$ cat src/rtl/gocd_pkg.sv
package gocd_pkg;

  localparam int unsigned CAL_SAMPLES_LOG2 = 7;
  localparam int unsigned RATE_W = 16;
  // Accumulator wide enough that 2^N full-scale samples never wrap.
  localparam int unsigned SUM_W = RATE_W + CAL_SAMPLES_LOG2;
  localparam int unsigned CNT_W = CAL_SAMPLES_LOG2 + 1;
  localparam int unsigned PEAK_W = RATE_W - 1;
  localparam logic [CNT_W-1:0] CAL_SAMPLES = CNT_W'(1) << CAL_SAMPLES_LOG2;

  typedef enum logic {
    OP_SAMPLE  = 1'b0,
    OP_RESTART = 1'b1
  } op_e;

  typedef logic signed [RATE_W-1:0] rate_t;

  typedef struct packed {
    logic  operation;
    rate_t rate_x;
    rate_t rate_y;
    rate_t rate_z;
  } in_req_t;

  typedef struct packed {
    rate_t out_x;
    rate_t out_y;
    rate_t out_z;
  } out_res_t;

  typedef struct packed {
    logic clear;
    logic accum;
    logic load;
  } lane_ctl_t;

endpackage

$ cat src/rtl/gocd_lane.sv
module gocd_lane (
  input  logic              clk_i,
  input  logic              rst_ni,
  input  gocd_pkg::lane_ctl_t ctl_i,
  input  gocd_pkg::rate_t   rate_i,
  output gocd_pkg::rate_t   out_o
);
  import gocd_pkg::*;

  logic signed [SUM_W-1:0]  sum_q, sum_d, sum_next, sum_shift;
  logic [PEAK_W-1:0]        peak_q, peak_d, rate_mag;
  rate_t                    offset_q, offset_d;
  logic [RATE_W-1:0]        rate_neg, diff_mag;
  logic signed [RATE_W:0]   diff;
  rate_t                    diff_sat;

  always_comb begin
    sum_next  = sum_q + {{(SUM_W-RATE_W){rate_i[RATE_W-1]}}, rate_i};
    sum_shift = sum_next >>> CAL_SAMPLES_LOG2;

    // |most negative| clips to the largest 15-bit value
    rate_neg = RATE_W'(-rate_i);
    if (rate_i[RATE_W-1] && (rate_i[RATE_W-2:0] == '0)) begin
      rate_mag = '1;
    end else if (rate_i[RATE_W-1]) begin
      rate_mag = rate_neg[PEAK_W-1:0];
    end else begin
      rate_mag = rate_i[PEAK_W-1:0];
    end

    diff = {rate_i[RATE_W-1], rate_i} - {offset_q[RATE_W-1], offset_q};
    if (diff[RATE_W] != diff[RATE_W-1]) begin
      diff_sat = diff[RATE_W] ? {1'b1, {(RATE_W-1){1'b0}}} : {1'b0, {(RATE_W-1){1'b1}}};
    end else begin
      diff_sat = diff[RATE_W-1:0];
    end
    diff_mag = diff_sat[RATE_W-1] ? RATE_W'(-diff_sat) : diff_sat;
    out_o = (diff_mag < {1'b0, peak_q}) ? '0 : diff_sat;

    sum_d    = sum_q;
    peak_d   = peak_q;
    offset_d = offset_q;
    if (ctl_i.clear) begin
      sum_d  = '0;
      peak_d = '0;
    end else if (ctl_i.accum) begin
      sum_d = sum_next;
      if (rate_mag > peak_q) begin
        peak_d = rate_mag;
      end
      if (ctl_i.load) begin
        offset_d = sum_shift[RATE_W-1:0];
      end
    end
  end

  always_ff @(posedge clk_i or negedge rst_ni) begin
    if (!rst_ni) begin
      sum_q    <= '0;
      peak_q   <= '0;
      offset_q <= '0;
    end else begin
      sum_q    <= sum_d;
      peak_q   <= peak_d;
      offset_q <= offset_d;
    end
  end

endmodule

$ cat src/rtl/gocd_merge.sv
module gocd_merge (
  input  logic               clk_i,
  input  logic               rst_ni,
  input  logic               push_i,
  input  gocd_pkg::rate_t    lane_x_i,
  input  gocd_pkg::rate_t    lane_y_i,
  input  gocd_pkg::rate_t    lane_z_i,
  output logic               full_o,
  output logic               out_valid_o,
  input  logic               out_stall_i,
  output gocd_pkg::out_res_t out_res_o
);
  import gocd_pkg::*;

  out_res_t res_new;
  out_res_t out_q, out_d, skid_q, skid_d;
  logic     out_valid_q, out_valid_d, skid_valid_q, skid_valid_d;
  logic     pop;

  always_comb begin
    res_new     = '{out_x: lane_x_i, out_y: lane_y_i, out_z: lane_z_i};
    pop         = out_valid_q && !out_stall_i;
    out_d       = out_q;
    skid_d      = skid_q;
    out_valid_d = out_valid_q;
    skid_valid_d = skid_valid_q;
    if (skid_valid_q) begin
      if (pop) begin
        out_d        = skid_q;
        skid_valid_d = 1'b0;
      end
    end else if (push_i) begin
      if (!out_valid_q || pop) begin
        out_d       = res_new;
        out_valid_d = 1'b1;
      end else begin
        skid_d       = res_new;
        skid_valid_d = 1'b1;
      end
    end else if (pop) begin
      out_valid_d = 1'b0;
    end
  end

  always_ff @(posedge clk_i or negedge rst_ni) begin
    if (!rst_ni) begin
      out_valid_q  <= 1'b0;
      skid_valid_q <= 1'b0;
    end else begin
      out_valid_q  <= out_valid_d;
      skid_valid_q <= skid_valid_d;
    end
  end

  always_ff @(posedge clk_i) begin
    out_q  <= out_d;
    skid_q <= skid_d;
  end

  assign full_o      = skid_valid_q;
  assign out_valid_o = out_valid_q;
  assign out_res_o   = out_q;

  a_skid_implies_out: assert property (@(posedge clk_i) disable iff (!rst_ni)
    skid_valid_q |-> out_valid_q)
    else $error("skid holds a request while output is empty");

  a_stalled_push_to_skid: assert property (@(posedge clk_i) disable iff (!rst_ni)
    (push_i && out_valid_q && out_stall_i && !skid_valid_q) |=> skid_valid_q)
    else $error("request lost under output stall");

  a_skid_drains: assert property (@(posedge clk_i) disable iff (!rst_ni)
    (skid_valid_q && !out_stall_i) |=> (!skid_valid_q && out_valid_q))
    else $error("skid did not drain into output");

endmodule

$ cat src/rtl/gyro_offset_calibration_deadband.sv
// Channel | Valid      | Stall      | Payload
// in      | in_valid_i | in_stall_o | in_req_i  (operation, rate_x/y/z)
// out     | out_valid_o| out_stall_i| out_res_o (out_x/y/z)
// One request per cycle unless in_stall_o is high; each result is registered in the output or skid register.
// Three axis lanes work in parallel, each one add/compare/subtract deep.
// Calibration takes 2^CAL_SAMPLES_LOG2 samples and gives no results.
// Reset: calibration active, sums/peaks/offsets zero.
// in_stall_o rises only when both output and skid registers hold results.
module gyro_offset_calibration_deadband (
  input  logic               clk_i,
  input  logic               rst_ni,
  input  logic               in_valid_i,
  output logic               in_stall_o,
  input  gocd_pkg::in_req_t  in_req_i,
  output logic               out_valid_o,
  input  logic               out_stall_i,
  output gocd_pkg::out_res_t out_res_o
);
  import gocd_pkg::*;

  logic             accept, restart, push, full;
  logic             calibrating_q, calibrating_d;
  logic [CNT_W-1:0] count_q, count_d;
  lane_ctl_t        ctl;
  rate_t            lane_x, lane_y, lane_z;

  always_comb begin
    accept  = in_valid_i && !in_stall_o;
    restart = accept && (op_e'(in_req_i.operation) == OP_RESTART);
    push    = accept && !restart && !calibrating_q;

    ctl.clear = restart;
    ctl.accum = accept && !restart && calibrating_q;
    ctl.load  = ctl.accum && (count_q == CAL_SAMPLES - CNT_W'(1));

    count_d       = count_q;
    calibrating_d = calibrating_q;
    if (restart) begin
      count_d       = '0;
      calibrating_d = 1'b1;
    end else if (ctl.accum) begin
      count_d = count_q + CNT_W'(1);
      if (ctl.load) begin
        calibrating_d = 1'b0;
      end
    end
  end

  always_ff @(posedge clk_i or negedge rst_ni) begin
    if (!rst_ni) begin
      count_q       <= '0;
      calibrating_q <= 1'b1;
    end else begin
      count_q       <= count_d;
      calibrating_q <= calibrating_d;
    end
  end

  gocd_lane u_lane_x (
    .clk_i (clk_i),
    .rst_ni(rst_ni),
    .ctl_i (ctl),
    .rate_i(in_req_i.rate_x),
    .out_o (lane_x)
  );

  gocd_lane u_lane_y (
    .clk_i (clk_i),
    .rst_ni(rst_ni),
    .ctl_i (ctl),
    .rate_i(in_req_i.rate_y),
    .out_o (lane_y)
  );

  gocd_lane u_lane_z (
    .clk_i (clk_i),
    .rst_ni(rst_ni),
    .ctl_i (ctl),
    .rate_i(in_req_i.rate_z),
    .out_o (lane_z)
  );

  gocd_merge u_merge (
    .clk_i      (clk_i),
    .rst_ni     (rst_ni),
    .push_i     (push),
    .lane_x_i   (lane_x),
    .lane_y_i   (lane_y),
    .lane_z_i   (lane_z),
    .full_o     (full),
    .out_valid_o(out_valid_o),
    .out_stall_i(out_stall_i),
    .out_res_o  (out_res_o)
  );

  assign in_stall_o = full;

  a_count_in_range: assert property (@(posedge clk_i) disable iff (!rst_ni)
    calibrating_q |-> (count_q < CAL_SAMPLES))
    else $error("calibration count overran");

  a_done_count: assert property (@(posedge clk_i) disable iff (!rst_ni)
    !calibrating_q |-> (count_q == CAL_SAMPLES))
    else $error("calibration ended early");

  a_restart_cal: assert property (@(posedge clk_i) disable iff (!rst_ni)
    restart |=> (calibrating_q && (count_q == '0)))
    else $error("restart did not reopen calibration");

  a_no_result_cal: assert property (@(posedge clk_i) disable iff (!rst_ni)
    calibrating_q |-> !push)
    else $error("result produced during calibration");

endmodule

$ cat config.mk
export PLATFORM = sky130hd
export DESIGN_NAME = gyro_offset_calibration_deadband
export DESIGN_NICKNAME = d
export VERILOG_FILES = /design/src/rtl/gocd_pkg.sv /design/src/rtl/gocd_lane.sv /design/src/rtl/gocd_merge.sv /design/src/rtl/gyro_offset_calibration_deadband.sv
export SDC_FILE = /design/constraint.sdc
export NUM_CORES = 1
export LEC_CHECK = 0
export ABC_AREA = 0
export BUFFER_PORTS_ARGS = -buffer_cell sky130_fd_sc_hd__clkbuf_2
export CAP_MARGIN = 0
export CORE_AREA = 2 2 228 185
export CTS_CLUSTER_SIZE = 25
export DETAILED_ROUTE_END_ITERATION = 12
export DIE_AREA = 0 0 230 187
export GPL_ROUTABILITY_DRIVEN = 0
export MAX_ROUTING_LAYER = met4
export PLACE_DENSITY = 0.75
export SLEW_MARGIN = 20
export SYNTH_ARGS = -nofsm -noshare
export SYNTH_HDL_FRONTEND = slang
export SYNTH_HIERARCHICAL = 1
export SYNTH_SLANG_ARGS = --single-unit
$ cat constraint.sdc
create_clock -name clk_i -period 6.9 [get_ports clk_i]
set_input_delay 1.035 -clock clk_i [delete_from_list [all_inputs] [get_ports clk_i]]
set_output_delay 1.035 -clock clk_i [all_outputs]
set_load 0.03 [all_outputs]
==> run metrics, run 1 <==
Die Area 0.0430 mm^2; final setup fails 0; fin nets 2824; DP Wirelength 44400 um; clock root buffer clkbuf_16; WL/cell 18.9 um; Post-Syn Nets 2708; Pwr Total 6.80 mW; RSZ-0062 raised after global routing no; post-place setup slack -0.169 ns; Synth Area in Simple Gates 15.4%; Switching Fraction 37.8%; capturing element type of the critical path flop; Post-synth EDFFs 96; max-cap violations 0; vias per inst 6.20; Port-buffer cells 102; Die H 187 um; Critical Path AT 6.74 ns; First DRT Iteration DRCs 1944; switching power 2.57 mW; gr usage total 27.8%; DP Area 0.0235 mm^2; largest fanout on the critical path 13; DR vias 19400; mean post-synth cell area 9.10 um^2; final wirelength 59200 um; Buf+Inv Stages, Crit Path 3; peak supply drop 0.193 mV; largest net degree at the start of global routing 68; Clock Sinks 269; Post-Synth XOR/XNOR Area 6.02%; Yosys top cell area share 19.4%; Worst EP required 7.22 ns; Antenna Violating Nets Remaining 0; Post-synth top flop dfrtp_1; largest cells by area after synthesis dfrtp_1 19%, edfxtp_1 13%, ha_1 12%; max-slew violations 0; Crit Path Class primary input to flop; DRC 0; P&R area growth vs syn 11.0%; Synth area leader dfrtp_1; crit path max-delay cell type or4_4; Tcrit/Tclk final 93.0%; sequential share of power 30.0%; fill count 3477; Power Dens Cells 276 mW/mm^2; CTS tree built; Final Cell Area 0.0247 mm^2; Max clock buf depth 3; final hold vios 0; leak pwr 10.7 nW; clock-pin slew of the registers on the worst-case setup and hold paths 0.07 ns; H-Tree Depth 1; logic gate share of total power 44.2%; hold-fix buffer count after cts 0; TritonCTS Buffers 31; Yosys warning count 6; Ports 103; core area 0.0411 mm^2; vias in the first global route 18200; row cnt 67; worst hold path class primary input to async pin; Unique masters post-synth 112; ratio of cells with drive above 1 in the final layout 14.1%; clock skew 0.0115 ns; first-pass GRT wire length 96000 um; Clk network pwr share 25.8%; combinational family with the most area after synthesis compound AO/OA/AOI/OAI gates; Compound-Gate Fraction of Synth Area 22.7%; Post-synth top cells 210 x nand2_1, 208 x ha_1, 172 x dfrtp_1, 172 x o21ai_0, 164 x inv_1; worst slew pin tran 1.07 ns; mux share of post-synthesis cell area 5.93%; Syn Inst Count 2441; cell with the most instances after synthesis nand2_1; register area share after synthesis 32.5%; setup ws final 0.484 ns; mapped cell area 0.0222 mm^2; asr flop ratio synth 64.3%; clk_lat worst skew 0.57 ns; First-pass DRT Iterations 7; Cell Int Power 4.23 mW; CP startpoint kind primary input; antenna violations before repair 1; Max Fclk 0.156 GHz; slowest stage delay, CP 0.57 ns; FF+latch count, synth 269; Initial Util 54.1%; Die Wd 230 um; crit-path leading delay family compound AO/OA/AOI/OAI gates; Slew headroom 27.5%; status finished, final reports clean; GRT overflow 0; area share of fa/ha/maj cells after synthesis 12.5%; Tmin final 6.42 ns
## final timing paths
path | end | startpoint | cells after the start | slack [ns]
worst max-delay path | u_merge/out_res_o[22] | in_req_i[16] | 28 | 0.48
max in group asynchronous | u_lane_x/sum_q[0] | rst_ni | 2 | 5.13
min in group clk_i | u_lane_z/offset_q[9] | u_lane_z/offset_q[9] | 2 | 0.48
worst min register to register | u_lane_z/offset_q[9] | u_lane_z/offset_q[9] | 2 | 0.48
worst min-delay path | u_merge/out_valid_o | rst_ni | 1 | 0.48
worst max register to register | u_merge/out_res_o[22] | u_lane_y/offset_q[0] | 26 | 0.65
## power by group through the flow
stage               registers, mW  logic, mW  clock network (mW)
finish                       2.04       3.01                1.76
global route                 2.06       3.32                1.85
CTS                          2.04       2.96                1.79
detailed placement           2.06       2.92                   0
global placement             2.06       2.81                   0
floorplan                    2.03       2.25                   0
## layer usage
layer | GRT usage [%] | wire length, um | vias to the layer above
li1 | - | - | 9219
met3 | 4.07 | 4030 | 136
met2 | 41.5 | 26000 | 781
met1 | 39.7 | 27500 | 9286
met4 | 7.22 | 1730 | 0
met5 | - | 0 | -
## cells by family (layout without fill, tap and decap cells)
group | count (synthesis) | after routing
AO/OA/AOI/OAI | 733 | 733
XOR/XNOR | 151 | 151
multiplexers | 107 | 107
flip-flops | 269 | 269
adder cells (fa/ha/maj) | 219 | 219
other | 0 | 1
AND/OR/NAND/NOR | 700 | 700
buffers and inverters | 262 | 402
## through the flow
stage / TNS, ns / cells / hold slack, ns / utilization, %
2_1_floorplan: 0 / 2441 / 0.450 / -
3_3_place_gp: 0 / 3074 / 0.464 / 57.3
3_5_place_dp: -1.98 / 3074 / 0.470 / 57.3
4_1_cts: 0 / 3131 / 0.484 / 60.0
5_1_grt: 0 / 3134 / 0.501 / 60.0
6_report: 0 / 3134 / 0.483 / 60.0
## cell type report
type	count	area [um^2]	area share [%]
multi-input combinational	1910	13900	56.5
clock inverter	25	303	1.23
clock buffer	32	779	3.16
inverter	165	623	2.53
antenna	1	2.50	0.0101
sequential	269	7220	29.3
timing repair buffer	180	1110	4.50
tap	552	691	2.80
## repair_timing
action	4_1_cts	5_1_grt
endpoints found under the setup margin	0	2
endpoints found under the hold margin	0	0
gates resized for setup	0	1
setup buffers	0	0
## registers in the layout, indices dropped and copies added (netlist names)
register,count
u_merge/full_o,1
u_lane_x/sum_q,23
u_lane_z/sum_q,23
u_lane_z/offset_q,16
calibrating_q,1
u_lane_y/sum_q,23
count_q,8
u_merge/out_res_o,48
u_merge/out_valid_o,1
u_lane_y/peak_q,15
u_lane_x/peak_q,15
u_lane_z/peak_q,15
u_lane_x/offset_q,16
u_lane_y/offset_q,16
u_merge/skid_q,48
## placed cells by master (no fill, tap or decap), types with 24 or more instances in the layout
master / netlist / layout
nor3_1: 73 / 73
xnor2_1: 72 / 71
dfrtp_1: 172 / 171
clkbuf_2: 0 / 101
a211oi_1: 31 / 31
nand2b_1: 32 / 32
o31ai_1: 24 / 24
xor2_1: 77 / 76
clkbuf_16: 0 / 31
edfxtp_1: 96 / 96
ha_1: 208 / 207
o21a_1: 31 / 31
inv_1: 164 / 162
a21oi_1: 152 / 152
mux2i_1: 51 / 51
nor2_1: 161 / 160
o21ai_0: 172 / 171
a311oi_1: 40 / 40
a21o_1: 78 / 78
buf_4: 3 / 76
nand2_1: 210 / 210
nor2b_1: 40 / 40
mux2_4: 47 / 47
nand3_1: 47 / 47
Power figures use the tool's default switching activity.
==> run 2, diff against run 1 <==
--- a/config.mk
+++ b/config.mk
@@ -15,6 +15,7 @@
 export GPL_ROUTABILITY_DRIVEN = 0
 export MAX_ROUTING_LAYER = met4
 export PLACE_DENSITY = 0.75
+export RECOVER_POWER = 100
 export SLEW_MARGIN = 20
 export SYNTH_ARGS = -nofsm -noshare
 export SYNTH_HDL_FRONTEND = slang
==> run metrics, run 2 (synthesized netlist as in run 1, its figures left out) <==
status finished with violations; failing checks max-capacitance violations, max-slew violations; CP startpoint kind primary input; ratio of cells with drive above 1 in the final layout 9.76% (-4.3 points); Clock Sinks 269 (unchanged); Util after Layout 59.2% (-0.83 points); max-slew violations 247 (+247); vias per inst 6.17 (-0.48%); Worst EP required 7.22 ns (about the same); RSZ-0062 raised after global routing no; max-cap violations 5 (+5); Critical Path AT 6.96 ns (+0.22 ns); Hold Path Origin u_lane_z/offset_q[9]; CTS tree built; gr usage total 27.8% (unchanged); capture point of the worst path u_merge/out_res_o[40]; largest net degree at the start of global routing 68 (unchanged); logic gate share of total power 43.7% (-0.5 points); final wirelength 59200 um (about the same); Cell Int Power 4.18 mW (-1.3%); final hold vios 0 (unchanged); clock-pin slew of the registers on the worst-case setup and hold paths 0.06 ns (about the same); Initial Util 54.1% (unchanged); R2R Setup Slk 0.67 ns (+0.02 ns); Die Area 0.0430 mm^2 (unchanged); DRC 0 (unchanged); worst reg2reg endpoint u_merge/out_res_o[18]; core area 0.0411 mm^2 (unchanged); first-pass GRT wire length 96000 um (unchanged); antenna violations before repair 1 (unchanged); Slew headroom -158% (-190 points); switching power 2.56 mW (-0.47%); First-pass DRT Iterations 6 (-1); Port-buffer cells 102 (unchanged); Final Cell Area 0.0243 mm^2 (-1.4%); DR vias 19300 (-0.48%); GRT overflow 0 (unchanged); Clk network pwr share 26.0% (+0.2 points); worst setup path startpoint in_req_i[32]; setup TNS 0 ns (unchanged); reg2reg path depth 26 (unchanged); final setup fails 0 (unchanged); worst slew pin tran 3.86 ns (+2.79 ns); capturing element type of the critical path flop; worst hold path class flop to flop; fin nets 2824 (unchanged); WL/cell 18.9 um (about the same); clock root buffer clkbuf_16; H-Tree Depth 1 (unchanged); largest fanout on the critical path 11 (-2); Power Dens Cells 277 mW/mm^2 (+0.42%); DP Area 0.0235 mm^2 (unchanged); sequential share of power 30.3% (+0.3 points); Max Fclk 0.150 GHz (-3.5%); Ports 103 (unchanged); Die H 187 um (unchanged); most common cell after layout, fill and taps aside nand2_1; Tcrit/Tclk final 96.4% (+3.4 points); row cnt 67 (unchanged); Critical R2R Launch u_lane_y/offset_q[0]; Die Wd 230 um (unchanged); Max clock buf depth 3 (unchanged); Switching Fraction 37.9% (+0.19 points); DP Wirelength 44400 um (unchanged); commonest cells after routing, fill and taps aside 210 x nand2_1, 208 x ha_1, 173 x o21ai_0; hold-fix buffer count after cts 0 (unchanged); Crit Path Class primary input to flop; P&R area growth vs syn 9.48%; vias in the first global route 18200 (unchanged); clk_lat worst skew 0.58 ns (about the same); clock skew 0.0120 ns (+0.000444 ns); First DRT Iteration DRCs 1801 (-7.4%); Tmin final 6.65 ns (+0.233 ns); Antenna Violating Nets Remaining 0 (unchanged); leak pwr 10.3 nW (-2.9%); peak supply drop 0.194 mV (+0.17%); TritonCTS Buffers 31 (unchanged)
## run 2: cell count changes in the layout (fill, tap and decap cells not counted), sizes merged
cell	before	now
clkbuf	133	148
clkinvlp	7	8
inv	173	172
buf	79	64
## run 2: stage by stage
| stage | hold slack (ns) | worst slack (ns) | power (mW) | std cells |
|---|---|---|---|---|
| finish | 0.485 | 0.251 | 6.74 | 3134 |
| global route | 0.501 | 0.0573 | 7.18 | 3134 |
| CTS | 0.484 | 0.429 | 6.78 | 3131 |
| detailed placement | 0.470 | -0.169 | 4.99 | 3074 |
| global placement | 0.464 | 0.0349 | 4.87 | 3074 |
| floorplan | 0.450 | 0.0153 | 4.28 | 2441 |
## run 2: worst min-delay path by stage
stage	end	slack (ns)	cells past startpoint
floorplan	u_lane_x/offset_q[10]	0.45	2
global placement	u_lane_z/offset_q[8]	0.46	2
detailed placement	u_lane_x/offset_q[6]	0.47	2
CTS	u_lane_z/offset_q[9]	0.48	2
global route	u_lane_y/offset_q[8]	0.50	2
finish	u_lane_z/offset_q[9]	0.48	2
## run 2: critical path: stages
cell and delay (ns):
clkbuf_1 0.17, inv_1 0.20, ha_1 0.19, inv_1 0.05, fa_1 0.40, a211oi_1 0.53
o21ai_0 0.24, a21o_1 0.23, a21oi_1 0.26, o211a_1 0.24, nor2_1 0.08, buf_4 0.18
a21oi_1 0.19, ha_1 0.19, a21boi_1 0.22, a211oi_1 0.11, nor3_1 0.34, ha_1 0.32
a21o_1 0.17, a21oi_1 0.14, nor2b_1 0.06, o21ai_0 0.14, nand2b_1 0.08, a221o_1 0.39
a211oi_1 0.20, buf_4 0.23, a21oi_1 0.10, mux2_1 0.30
## run 2: layout make-up
cell class                 instances  area [um^2]
fill                            3585        16800
multi-input combinational       1910        13700
sequential                       269         7220
timing repair buffer             180          981
clock buffer                      32          779
tap                              552          691
inverter                         165          622
clock inverter                    25          303
antenna                            1         2.50
## run 2: power groups by stage
stage               sequential [mW]  clock, mW  combinational, mW
floorplan                      2.03          0               2.25
global placement               2.06          0               2.81
detailed placement             2.06          0               2.92
CTS                            2.04       1.79               2.96
global route                   2.07       1.85               3.26
finish                         2.04       1.75               2.95
## run 2: what timing repair did
action,CTS,global route
endpoints found under the setup margin,0,2
buffers inserted,0,0
resized for setup,0,1
## run 2: routing by layer
layer | up-vias | global-route usage, % | share of wire, %
met1 | 9263 | 39.7 | 46
li1 | 9217 | - | -
met2 | 718 | 41.5 | 44
met3 | 131 | 4.07 | 6.8
met5 | - | - | 0
met4 | 0 | 7.22 | 2.8
